### src/hdl/pose_dead_reckoning_integrator_top_defines.svh
// Assertion macros for the pose integrator; they use the clk and rst of the enclosing module.
`ifndef POSE_DEAD_RECKONING_INTEGRATOR_TOP_DEFINES_SVH
`define POSE_DEAD_RECKONING_INTEGRATOR_TOP_DEFINES_SVH

// Same-cycle implication.
`define PDR_ASSERT_SAME(label, ante, cons, msg) \
  label: assert property (@(posedge clk) disable iff (rst) (ante) |-> (cons)) else $error(msg);

// Next-cycle implication.
`define PDR_ASSERT_NEXT(label, ante, cons, msg) \
  label: assert property (@(posedge clk) disable iff (rst) (ante) |=> (cons)) else $error(msg);

`endif

### src/hdl/pdr_pkg.sv
`timescale 1ns / 1ps

package pdr_pkg;

  localparam int TABLE_LEN    = 24;
  localparam int CORDIC_STEPS = 16;
  localparam int CORDIC_ITERS = (CORDIC_STEPS > TABLE_LEN) ? TABLE_LEN : CORDIC_STEPS;
  localparam int STEP_W       = $clog2(TABLE_LEN);

  // CORDIC datapath: Q30 vector, 2^32-per-turn angle, with headroom
  localparam int CW = 34;

  localparam logic signed [CW-1:0] CORDIC_GAIN_Q30 = 34'sd652032874;
  localparam logic signed [CW-1:0] QUARTER_TURN    = 34'sd1073741824;
  localparam logic signed [CW-1:0] HALF_TURN       = 34'sd2147483648;

  typedef struct packed {
    logic               start;
    logic signed [31:0] angle;
  } cord_req_t;

  typedef struct packed {
    logic                  busy;
    logic signed [CW-1:0]  cos_q30;
    logic signed [CW-1:0]  sin_q30;
  } cord_rsp_t;

  // arctangent of 2^-i in 2^32-per-turn units
  function automatic logic [29:0] atan_step(input logic [STEP_W-1:0] idx);
    logic [29:0] r;
    unique case (idx)
      5'd0:    r = 30'd536870912;
      5'd1:    r = 30'd316933406;
      5'd2:    r = 30'd167458907;
      5'd3:    r = 30'd85004756;
      5'd4:    r = 30'd42667331;
      5'd5:    r = 30'd21354465;
      5'd6:    r = 30'd10679838;
      5'd7:    r = 30'd5340245;
      5'd8:    r = 30'd2670163;
      5'd9:    r = 30'd1335087;
      5'd10:   r = 30'd667544;
      5'd11:   r = 30'd333772;
      5'd12:   r = 30'd166886;
      5'd13:   r = 30'd83443;
      5'd14:   r = 30'd41722;
      5'd15:   r = 30'd20861;
      5'd16:   r = 30'd10430;
      5'd17:   r = 30'd5215;
      5'd18:   r = 30'd2608;
      5'd19:   r = 30'd1304;
      5'd20:   r = 30'd652;
      5'd21:   r = 30'd326;
      5'd22:   r = 30'd163;
      5'd23:   r = 30'd81;
      default: r = 30'd0;
    endcase
    return r;
  endfunction

endpackage

### src/hdl/pose_dead_reckoning_integrator_top.sv
`timescale 1ns / 1ps
// Dead-reckoning pose integrator for a differential-drive base.
// Input stream (s_*): one beat per update with linear velocity, yaw rate and
// elapsed time. Output stream (m_*): one beat per update with the new x, y,
// heading, yaw quaternion (z, w) and the two velocities echoed back.
// Each update runs two rotations through one shared iterative CORDIC unit
// (old heading for the position step, then half the new heading for the
// quaternion), each one iteration per cycle, while one shared 33x18
// multiplier works out v*dt, the heading step and the x/y steps in partial
// products, each product registered before it is folded in, alongside the CORDIC.
// Each beat passes through the rotation states ROT1 and ROT2 and then DONE,
// and a new beat is taken only once the sequencer is back in idle, not while
// the last one is worked on. s_tready is high only while the sequencer idles.
// The result sits in an output register: if the receiver stalls, the next beat
// is still taken and worked on, and it waits at the end for the register.
// Reset (rst, synchronous) clears the pose to zero and empties both sides.
`include "pose_dead_reckoning_integrator_top_defines.svh"

module pose_dead_reckoning_integrator_top (
  input  logic         clk,
  input  logic         rst,
  input  logic         s_tvalid,
  output logic         s_tready,
  // linear_velocity[15:0], angular_velocity[31:16], elapsed_time[47:32]
  input  logic [47:0]  s_tdata,
  output logic         m_tvalid,
  input  logic         m_tready,
  // position_x[31:0], position_y[63:32], heading[79:64], quat_z[95:80],
  // quat_w[111:96], speed_linear[127:112], speed_angular[143:128]
  output logic [143:0] m_tdata
);

  localparam logic [1:0] ST_IDLE = 2'd0;
  localparam logic [1:0] ST_ROT1 = 2'd1;
  localparam logic [1:0] ST_ROT2 = 2'd2;
  localparam logic [1:0] ST_DONE = 2'd3;

  localparam logic [2:0] OP_WDT = 3'd0;
  localparam logic [2:0] OP_HLO = 3'd1;
  localparam logic [2:0] OP_HHI = 3'd2;
  localparam logic [2:0] OP_VDT = 3'd3;
  localparam logic [2:0] OP_XLO = 3'd4;
  localparam logic [2:0] OP_XHI = 3'd5;
  localparam logic [2:0] OP_YLO = 3'd6;
  localparam logic [2:0] OP_YHI = 3'd7;

  localparam logic [3:0] OP_END1 = 4'd4;
  localparam logic [3:0] OP_END2 = 4'd8;

  // 2^32/pi split into a 17-bit low and a 14-bit high partial constant
  localparam logic [30:0] INV_PI_Q32 = 31'd1367130551;
  localparam logic [16:0] INV_PI_LO  = INV_PI_Q32[16:0];
  localparam logic [13:0] INV_PI_HI  = INV_PI_Q32[30:17];

  localparam logic signed [67:0] RND_HEAD = 68'sd1 <<< 44;
  localparam logic signed [67:0] RND_POS  = 68'sd1 <<< 41;

  logic [1:0]          state;
  logic [3:0]          mop;
  logic                pv;

  logic signed [15:0]  lin_v;
  logic signed [15:0]  ang_v;
  logic [15:0]         dt;
  logic signed [32:0]  wdt;
  logic signed [32:0]  vdt;
  logic signed [67:0]  acc;
  logic signed [50:0]  prod;
  logic signed [pdr_pkg::CW-1:0] c_q;
  logic signed [pdr_pkg::CW-1:0] s_q;

  logic signed [31:0]  pose_x;
  logic signed [31:0]  pose_y;
  logic [15:0]         pose_heading;

  logic signed [32:0]  mul_a;
  logic signed [17:0]  mul_b;
  logic signed [50:0]  mul_p;
  logic                mul_go;
  logic signed [67:0]  prod_ext;
  logic signed [67:0]  acc_sum;
  logic signed [67:0]  rnd_h;
  logic signed [67:0]  rnd_p;
  logic                rot1_done;
  logic                rot2_done;

  pdr_pkg::cord_req_t  cord_req;
  pdr_pkg::cord_rsp_t  cord_rsp;

  function automatic logic signed [31:0] sat_add(input logic signed [31:0] p,
                                                 input logic signed [25:0] d);
    logic signed [33:0] s;
    logic signed [31:0] r;
    s = 34'(p) + 34'(d);
    priority if (s > 34'sd2147483647) begin
      r = 32'sh7fffffff;
    end else if (s < -34'sd2147483648) begin
      r = 32'sh80000000;
    end else begin
      r = s[31:0];
    end
    return r;
  endfunction

  function automatic logic [15:0] to_q15(input logic signed [pdr_pkg::CW-1:0] v);
    logic signed [pdr_pkg::CW-1:0] r;
    logic signed [18:0]            t;
    logic [15:0]                   q;
    r = v + 34'sd16384;
    t = r[33:15];
    priority if (t > 19'sd32767) begin
      q = 16'h7fff;
    end else if (t < -19'sd32768) begin
      q = 16'h8000;
    end else begin
      q = t[15:0];
    end
    return q;
  endfunction

  pdr_cordic u_cordic (
    .clk (clk),
    .rst (rst),
    .req (cord_req),
    .rsp (cord_rsp)
  );

  assign s_tready  = (state == ST_IDLE);
  assign rot1_done = (state == ST_ROT1) && !cord_rsp.busy && (mop == OP_END1);
  assign rot2_done = (state == ST_ROT2) && !cord_rsp.busy && (mop == OP_END2);
  assign mul_go    = ((state == ST_ROT1) && (mop < OP_END1)) ||
                     ((state == ST_ROT2) && (mop < OP_END2));

  always_comb begin
    cord_req.start = (s_tvalid && s_tready) || rot1_done;
    if (state == ST_IDLE) begin
      cord_req.angle = {s_tready ? pose_heading : pose_heading, 16'h0000};
    end else begin
      cord_req.angle = {pose_heading[15], pose_heading, 15'h0000};
    end
  end

  always_comb begin
    unique case (mop[2:0])
      OP_WDT: begin
        mul_a = 33'(ang_v);
        mul_b = {2'b00, dt};
      end
      OP_HLO: begin
        mul_a = wdt;
        mul_b = {1'b0, INV_PI_LO};
      end
      OP_HHI: begin
        mul_a = wdt;
        mul_b = {4'b0000, INV_PI_HI};
      end
      OP_VDT: begin
        mul_a = 33'(lin_v);
        mul_b = {2'b00, dt};
      end
      OP_XLO: begin
        mul_a = vdt;
        mul_b = {1'b0, c_q[16:0]};
      end
      OP_XHI: begin
        mul_a = vdt;
        mul_b = c_q[33:16];
      end
      OP_YLO: begin
        mul_a = vdt;
        mul_b = {1'b0, s_q[16:0]};
      end
      OP_YHI: begin
        mul_a = vdt;
        mul_b = s_q[33:16];
      end
      default: begin
        mul_a = '0;
        mul_b = '0;
      end
    endcase
  end

  // high partials use bits [33:17]; bit 16 is dropped by the arithmetic shift below
  logic signed [17:0] mul_b_eff;
  assign mul_b_eff = ((mop[2:0] == OP_XHI) || (mop[2:0] == OP_YHI)) ?
                     (mul_b >>> 1) : mul_b;
  assign mul_p     = 51'(mul_a) * 51'(mul_b_eff);

  assign prod_ext = 68'(prod);
  assign acc_sum  = acc + (prod_ext <<< 17);
  assign rnd_h    = acc_sum + RND_HEAD;
  assign rnd_p    = acc_sum + RND_POS;

  always_ff @(posedge clk) begin
    if (rst) begin
      state        <= ST_IDLE;
      mop          <= '0;
      pv           <= 1'b0;
      m_tvalid     <= 1'b0;
      pose_x       <= '0;
      pose_y       <= '0;
      pose_heading <= '0;
    end else begin
      if (m_tvalid && m_tready && (state != ST_DONE)) begin
        m_tvalid <= 1'b0;
      end

      if (mul_go) begin
        if (!pv) begin
          prod <= mul_p;
          pv   <= 1'b1;
        end else begin
          pv  <= 1'b0;
          mop <= mop + 1'b1;
          unique case (mop[2:0])
            OP_WDT: wdt <= prod[32:0];
            OP_HLO: acc <= prod_ext;
            OP_HHI: pose_heading <= pose_heading + rnd_h[60:45];
            OP_VDT: vdt <= prod[32:0];
            OP_XLO: acc <= prod_ext;
            OP_XHI: pose_x <= sat_add(pose_x, rnd_p[67:42]);
            OP_YLO: acc <= prod_ext;
            OP_YHI: pose_y <= sat_add(pose_y, rnd_p[67:42]);
            default: acc <= acc;
          endcase
        end
      end

      unique case (state)
        ST_IDLE: begin
          if (s_tvalid) begin
            lin_v <= s_tdata[15:0];
            ang_v <= s_tdata[31:16];
            dt    <= s_tdata[47:32];
            mop   <= '0;
            pv    <= 1'b0;
            state <= ST_ROT1;
          end
        end
        ST_ROT1: begin
          if (rot1_done) begin
            c_q   <= cord_rsp.cos_q30;
            s_q   <= cord_rsp.sin_q30;
            state <= ST_ROT2;
          end
        end
        ST_ROT2: begin
          if (rot2_done) begin
            state <= ST_DONE;
          end
        end
        ST_DONE: begin
          if (!m_tvalid || m_tready) begin
            m_tdata  <= {ang_v, lin_v, to_q15(cord_rsp.cos_q30),
                         to_q15(cord_rsp.sin_q30), pose_heading, pose_y, pose_x};
            m_tvalid <= 1'b1;
            state    <= ST_IDLE;
          end
        end
        default: state <= ST_IDLE;
      endcase
    end
  end

  `PDR_ASSERT_NEXT(a_busy_after_accept, s_tvalid && s_tready, !s_tready, "beat taken while busy")
  `PDR_ASSERT_SAME(a_rot2_after_heading, state == ST_ROT2, mop >= OP_END1, "heading not ready")
  `PDR_ASSERT_SAME(a_cordic_in_rot, cord_rsp.busy, state == ST_ROT1 || state == ST_ROT2, "cordic stray")

endmodule

### src/hdl/pdr_cordic.sv
`timescale 1ns / 1ps

module pdr_cordic (
  input  logic               clk,
  input  logic               rst,
  input  pdr_pkg::cord_req_t req,
  output pdr_pkg::cord_rsp_t rsp
);

  logic signed [pdr_pkg::CW-1:0] x;
  logic signed [pdr_pkg::CW-1:0] y;
  logic signed [pdr_pkg::CW-1:0] z;
  logic                          flip;
  logic                          busy;
  logic [pdr_pkg::STEP_W-1:0]    step;

  logic signed [pdr_pkg::CW-1:0] xs;
  logic signed [pdr_pkg::CW-1:0] ys;
  logic signed [pdr_pkg::CW-1:0] at;
  logic signed [pdr_pkg::CW-1:0] ang;
  logic signed [pdr_pkg::CW-1:0] ang_adj;
  logic                          ang_flip;

  always_comb begin
    xs  = x >>> step;
    ys  = y >>> step;
    at  = $signed({{(pdr_pkg::CW-30){1'b0}}, pdr_pkg::atan_step(step)});
    ang = pdr_pkg::CW'(req.angle);
    priority if (ang > pdr_pkg::QUARTER_TURN) begin
      ang_adj  = ang - pdr_pkg::HALF_TURN;
      ang_flip = 1'b1;
    end else if (ang < -pdr_pkg::QUARTER_TURN) begin
      ang_adj  = ang + pdr_pkg::HALF_TURN;
      ang_flip = 1'b1;
    end else begin
      ang_adj  = ang;
      ang_flip = 1'b0;
    end
  end

  always_ff @(posedge clk) begin
    if (rst) begin
      busy <= 1'b0;
      step <= '0;
    end else if (req.start) begin
      busy <= 1'b1;
      step <= '0;
      x    <= pdr_pkg::CORDIC_GAIN_Q30;
      y    <= '0;
      z    <= ang_adj;
      flip <= ang_flip;
    end else if (busy) begin
      if (z >= 0) begin
        x <= x - ys;
        y <= y + xs;
        z <= z - at;
      end else begin
        x <= x + ys;
        y <= y - xs;
        z <= z + at;
      end
      if (step == pdr_pkg::STEP_W'(pdr_pkg::CORDIC_ITERS - 1)) begin
        busy <= 1'b0;
      end else begin
        step <= step + 1'b1;
      end
    end
  end

  assign rsp.busy    = busy;
  assign rsp.cos_q30 = flip ? -x : x;
  assign rsp.sin_q30 = flip ? -y : y;

endmodule

### config.mk
export PLATFORM = sky130hd
export DESIGN_NAME = pose_dead_reckoning_integrator_top
export DESIGN_NICKNAME = d
export VERILOG_FILES = /design/src/hdl/pdr_pkg.sv /design/src/hdl/pose_dead_reckoning_integrator_top.sv /design/src/hdl/pdr_cordic.sv
export VERILOG_INCLUDE_DIRS = /design/src /design/src/hdl
export SDC_FILE = /design/constraint.sdc
export NUM_CORES = 2
export LEC_CHECK = 0
export ABC_CLOCK_PERIOD_IN_PS = 26300
export BUFFER_PORTS_ARGS = -buffer_cell sky130_fd_sc_hd__buf_2
export CORE_MARGIN = 5
export CORE_UTILIZATION = 56
export CTS_CLUSTER_DIAMETER = 50
export DETAILED_ROUTE_END_ITERATION = 10
export HOLD_SLACK_MARGIN = 0.05
export PLACE_DENSITY_LB_ADDON = 0.08
export SETUP_SLACK_MARGIN = 0.05
export SLEW_MARGIN = 20
export SYNTH_ARGS = -nofsm -noshare
export SYNTH_HDL_FRONTEND = slang
export SYNTH_SLANG_ARGS = --single-unit
### constraint.sdc
create_clock -name clk -period 26.3 [get_ports clk]
set_clock_uncertainty 0.1 [all_clocks]
set_input_delay 1.315 -clock clk [delete_from_list [all_inputs] [get_ports clk]]
set_output_delay 1.315 -clock clk [all_outputs]
set_load 0.005 [all_outputs]
Word-level counts from Yosys, hierarchy flattened. Memory sizes are Yosys's and may differ from the RTL's. A register that Yosys moved wholly into a read port is not among the register bits. Index checks and enable logic that the tools add are counted.

Memories kept: 1. Input bits: 52. Latch bits: 0. Word-level logic and storage cells: 163. Output and inout bits: 146. Bits in registers: 625. Bits in read-only memories: 960. Bits in writable memories: 0.

Memory list: (no name shown) (words 32, width 30, rd ports 1, clocked after Yosys merged registers in 1, write ports 0, line pdr_pkg.sv:31) `unique case (idx)`.

Multiply operators: 1. Equality and inequality tests: 18. Reduce and logical (&&, ||, !) cells: 37. Shift operators: 2. Muxes and demuxes: 43. Bitwise gates (word level): 3. $lt $le $gt $ge: 13. $add $sub $neg: 20. Div/mod/pow operators: 0.

Operators with widths (number): $mux W34 (11); $pmux W33 S4 (1); $mux W32 (4); $pmux W18 S7 (1); $add A34 B16 Y34 const B (2); $add A34 B34 Y34 (2); $add A51 B68 Y68 (1); $add A68 B43 Y68 const B (1); $neg A34 Y34 (2); $sshr A34 B5 Y34 (2); $sub A34 B34 Y34 (2); $add A32 B26 Y33 (2); $gt A33 B32 Y1 const B (2); $lt A33 B32 Y1 const B (2); $add A61 B46 Y61 const B (1); $mul A33 B18 Y51 (1); $gt A19 B16 Y1 const B (2); $lt A19 B16 Y1 const B (2); $add A32 B33 Y34 const B (1); $add A34 B31 Y34 (1); $ge A34 B1 Y1 const B (1); $sub A32 B33 Y34 const B (1); $sub A34 B31 Y34 (1); $gt A32 B32 Y1 const B (1); 36 further kinds (90).

Longest topological paths before layout.
Depth after elaboration: 6. Gate-level depth with buffers: 38. Mapped depth without buffers: 35.

Hierarchy. Synthesis repeated with hierarchy kept, for this count alone.

Cells, all modules: 6907. Area, all modules: 64913.5 um2.

Modules (own cells, without submodules): pose_dead_reckoning_integrator_top (instances 1, sequential area each 14103.5 um2, area each 45696.3 um2, cells an instance 4582); pdr_cordic (instances 1, sequential area each 3813.7 um2, area each 19217.2 um2, cells an instance 2325).

Worst setup path after synthesis. No wires, ideal clock.

Kind: in2reg. Start point: in rst. End point: reg m_tdata[0], enable pin. Stages on the path: 3. Buffers on the path: 2. Arrival time: 12.195 ns. Setup time: 0.853 ns. Setup slack: 13.151 ns. Required time: 25.347 ns. Cell sequence: clkbuf_1 buf_1 nor3b_1.

Longest elaborated chain between the ends: 2.

RTL lines: from (decl) (line pose_dead_reckoning_integrator_top.sv:21) `input logic rst,`; $not A1 Y1 (no source line); $reduce_and A3 Y1 (no source line); to (signal assigned) (line pose_dead_reckoning_integrator_top.sv:255) `m_tdata <= {ang_v, lin_v, to_q15(cord_rsp.cos_q30),`; to (decl) (line pose_dead_reckoning_integrator_top.sv:30) `output logic [143:0] m_tdata`.

Every way passes these cells. A chain may end at the register's enable or synchronous reset.

Final worst setup path.
Start point: reg mop[2]. End point: reg prod[50], data pin.

Longest elaborated chain between the ends: 5. Elaborated cells between the ends (all ways): 16. Classes of those cells: 1 x mul; 7 x eq/ne; 3 x mux; 5 x reduce/logical.

RTL lines: from (decl) (line pose_dead_reckoning_integrator_top.sv:59) `logic [3:0] mop;`; from (signal assigned) (line pose_dead_reckoning_integrator_top.sv:215) `mop <= mop + 1'b1;`; $eq A3 B2 Y1 or $logic_not A3 Y1 (tied branches) (line pose_dead_reckoning_integrator_top.sv:144) `unique case (mop[2:0])`; $reduce_or A2 Y1 (no source line); $pmux W18 S7 (line pose_dead_reckoning_integrator_top.sv:144); $mux W17 (line pose_dead_reckoning_integrator_top.sv:186) `assign mul_b_eff = ((mop[2:0] == OP_XHI) || (mop[2:0] == OP_YHI)) ?`; $mul A33 B18 Y51 * (line pose_dead_reckoning_integrator_top.sv:188) `assign mul_p = 51'(mul_a) * 51'(mul_b_eff);`; via mul_p[50] (line pose_dead_reckoning_integrator_top.sv:78) `logic signed [50:0] mul_p;`; to (signal assigned) (line pose_dead_reckoning_integrator_top.sv:211) `prod <= mul_p;`; to (decl) (line pose_dead_reckoning_integrator_top.sv:68) `logic signed [50:0] prod;`.

The timed path passes the listed nets; every way through them passes the cells marked *.

==> impl_metrics.toml <==
[clock_network]
cts-resized-gates = 0
clock_insertion_delay_worst_skew_ps = 690
cts-buffers-inserted = 92
number_of_setup_buffers_added_after_cts = 0
h-tree-depth = 3
postCtsHoldBufs = 0
tritoncts_clock_tree = "built"
cts.clk_slew.worst_paths_ps = 60
cts_num_sinks = 638
clock_tree.root_cell = "sky130_fd_sc_hd__clkbuf_16"
cts-root-to-sink-buffers = 3

[drt]
drt_first_iter_violations = 4459
post_drt_via_cell_ratio = 5.997
route.detailed.wl_per_inst_um = 21.84
route.final.wire_length_um = 179500
num_vias = 49290
postRouteAntennaNets = 0
dr.pass1.iters = 9
drcViolationCount = 0

[finish]
fill_cells = 9598
final_nets = 7649
areaGrowthSynthToFinish_pct = 8.937
layout_cells_sized_above_1_pct = 10.41

[yosys]
number_of_synthesized_flops_with_an_enable_pin = 514
post_synth_instance_area_mm2 = 0.06313
dominantRegCellSynth = "sky130_fd_sc_hd__edfxtp_1"
synth_area_per_cell_um2 = 9.638
yosys.cell_count.top_type = "sky130_fd_sc_hd__inv_1"
synth_seq_area_share_pct = 28.38
netlist_top_cells_count = "805 x sky130_fd_sc_hd__inv_1, 775 x sky130_fd_sc_hd__nand2_1, 575 x sky130_fd_sc_hd__fa_1, 514 x sky130_fd_sc_hd__edfxtp_1, 460 x sky130_fd_sc_hd__nor2_1"
netlist_instances = 6550
synth_nets = 7558
synth_async_sr_flop_share_pct = 0
synthDistinctLibCells = 116
yosys.area.top_type_share_pct = 24.45
post_synth_main_area_contributors = "sky130_fd_sc_hd__edfxtp_1 24%, sky130_fd_sc_hd__fa_1 18%, sky130_fd_sc_hd__ha_1 7.6%"
synth_largest_area_cell = "sky130_fd_sc_hd__edfxtp_1"
yosys_register_bits = 638
synth.yosys.warnings = 0

[sta]
finalCritPeriodShare_pct = 41.18
rsz0062_at_grt = "false"
slew_viol_final = 0
hold_ws_ps = 357.3
max_freq_mhz = 92.33
min_period_ps = 10830
slew-limit-headroom_pct = 16.99
finalSetupTns_ps = 0
max_slew.worst_pin.slew_ps = 1237
setup_viol = 0
hold_viol_final = 0

[floorplanning]
die_area_mm2 = 0.1195
die_height_um = 345.8
initial_util_pct = 56.27
io_pins = 198
row_count = 123
die_x_um = 345.8
floorplan.core_area_mm2 = 0.1122

[global_route]
grt_remaining_overflow = 0
grt_antenna_before_repair = 10
number_of_global_route_vias_before_repair = 48630
grt.total_usage_pct = 29.58
grt_max_degree = 78
wire_length_of_the_first_global_routing_pass_um = 279500

[placement]
io_buffers = 197
hpwl_um = 139200
finalWeightedCongestion = 0.9981

[worst_setup_path]
crit_path_frequent_cell = "sky130_fd_sc_hd__fa_1"
endpoint_kind = "flop"
worst_ep_required_time_ps = 26630
timing.critical_path.slowest_stage_cell = "sky130_fd_sc_hd__o41ai_2"
crit_arrival_ps = 11160
crit_fanout = 43
critical_path_class = "flop to flop"
worst_setup_path_start_kind = "flop"
critical_path.max_stage_delay_ps = 740

[status]
run_status = "finished clean"

[job]
max-cap-violations = 0

[hold_path]
min_path_type = "flop to flop"
[state kept, by name, indices dropped and copies added (netlist names), 30 cells and up]
signal / flops
m_tdata: 144
wdt: 33
u_cordic.y: 34
acc: 34
u_cordic.at: 30
prod: 51
c_q: 34
pose_y: 32
pose_x: 32
u_cordic.x: 34
s_q: 34
vdt: 33
u_cordic.z: 34
[final timing paths]
check / from / endpoint / slack [ps] / cells after the start
worst max-delay path: mop[2]$_SDFF_PP0_ / prod[50]$_DFFE_PP_ / 15470 / 31
worst min-delay path: ang_v[13]$_DFFE_PP_ / m_tdata[141]$_DFFE_PP_ / 360 / 0
worst max register to register: mop[2]$_SDFF_PP0_ / prod[50]$_DFFE_PP_ / 15470 / 31
worst min register to register: ang_v[13]$_DFFE_PP_ / m_tdata[141]$_DFFE_PP_ / 360 / 0
[layout by cell type, fill, tap and decap left out, types with 24 or more instances in the layout]
cell type | netlist | final
sky130_fd_sc_hd__a21boi_0 | 27 | 27
sky130_fd_sc_hd__a31oi_1 | 50 | 47
sky130_fd_sc_hd__xor2_1 | 183 | 183
sky130_fd_sc_hd__buf_2 | 25 | 197
sky130_fd_sc_hd__or3_1 | 43 | 43
sky130_fd_sc_hd__nand4_1 | 40 | 40
sky130_fd_sc_hd__nor2b_1 | 60 | 60
sky130_fd_sc_hd__and2_1 | 89 | 89
sky130_fd_sc_hd__mux2i_1 | 54 | 53
sky130_fd_sc_hd__fa_1 | 575 | 575
sky130_fd_sc_hd__nor3_1 | 82 | 82
sky130_fd_sc_hd__mux4_2 | 97 | 97
sky130_fd_sc_hd__o21a_1 | 60 | 60
sky130_fd_sc_hd__a211oi_1 | 87 | 87
sky130_fd_sc_hd__a21oi_1 | 345 | 343
sky130_fd_sc_hd__clkbuf_16 | 0 | 92
sky130_fd_sc_hd__o21ai_0 | 256 | 255
sky130_fd_sc_hd__nand2b_1 | 66 | 66
sky130_fd_sc_hd__nand2_1 | 775 | 774
sky130_fd_sc_hd__maj3_1 | 32 | 32
sky130_fd_sc_hd__buf_4 | 4 | 94
sky130_fd_sc_hd__a22oi_1 | 43 | 43
sky130_fd_sc_hd__mux2_2 | 42 | 42
sky130_fd_sc_hd__a21o_1 | 110 | 110
sky130_fd_sc_hd__nor2_1 | 460 | 454
sky130_fd_sc_hd__o31ai_1 | 45 | 44
sky130_fd_sc_hd__ha_1 | 381 | 381
sky130_fd_sc_hd__dfxtp_1 | 124 | 119
sky130_fd_sc_hd__inv_1 | 805 | 805
sky130_fd_sc_hd__nand3_1 | 90 | 90
sky130_fd_sc_hd__and3_1 | 51 | 50
sky130_fd_sc_hd__o21bai_1 | 42 | 42
sky130_fd_sc_hd__o211ai_1 | 24 | 24
sky130_fd_sc_hd__xnor2_1 | 262 | 261
sky130_fd_sc_hd__edfxtp_1 | 514 | 514
[per-stage QoR]
| stage | std cells | instance area [µm²] | setup WS (ps) | utilization, % |
|---|---|---|---|---|
| floorplan | 6550 | 63130 | 13150 | - |
| global placement | 8046 | 65590 | 15020 | 58.47 |
| detailed placement | 8046 | 65610 | 15670 | 58.48 |
| CTS | 8215 | 68730 | 15580 | 61.26 |
| global route | 8217 | 68770 | 14980 | 61.29 |
| finish | 8218 | 68770 | 15470 | 61.30 |
[cell type report]
class	count	area [µm²]	area share (%)
clock buffers	103	2354	3.422
flip-flops and latches	638	17930	26.07
repair buffers	292	1719	2.500
well taps	1500	1877	2.729
clock inverters	66	767.0	1.115
inverters	809	3037	4.416
diodes	2	5.005	0.007278
multi-input cells	4808	41090	59.74
[logic make-up after synthesis]
| logic type | count (synthesis) | synth area share (%) |
|---|---|---|
| simple gates | 1892 | 13.95 |
| compound gates | 1286 | 13.25 |
| buf+inv | 1104 | 6.759 |
| fa+ha+maj | 988 | 26.29 |
| flops | 638 | 28.38 |
| xor+xnor | 446 | 6.200 |
| mux | 196 | 5.173 |
[layer usage]
layer	global-route usage [%]	up-vias	share of wire, %
met5	0	-	0
met4	11.75	0	4.7
met3	5.015	414	7.3
met2	48.74	1923	47
met1	39.27	24260	41
li1	-	22690	-
[critical path, delay by kind of cell, from the launching register on]
kind	cells	cell delay, ps
AND/OR/NAND/NOR	7	1800
XOR/XNOR	1	120
flip-flops	1	310
AO/OA/AOI/OAI	8	2790
adder cells (fa/ha/maj)	8	3520
buffers and inverters	7	1860
Power is not shown: default switching activity piles up to over one toggle a cycle in this logic, so the estimate is an artifact.
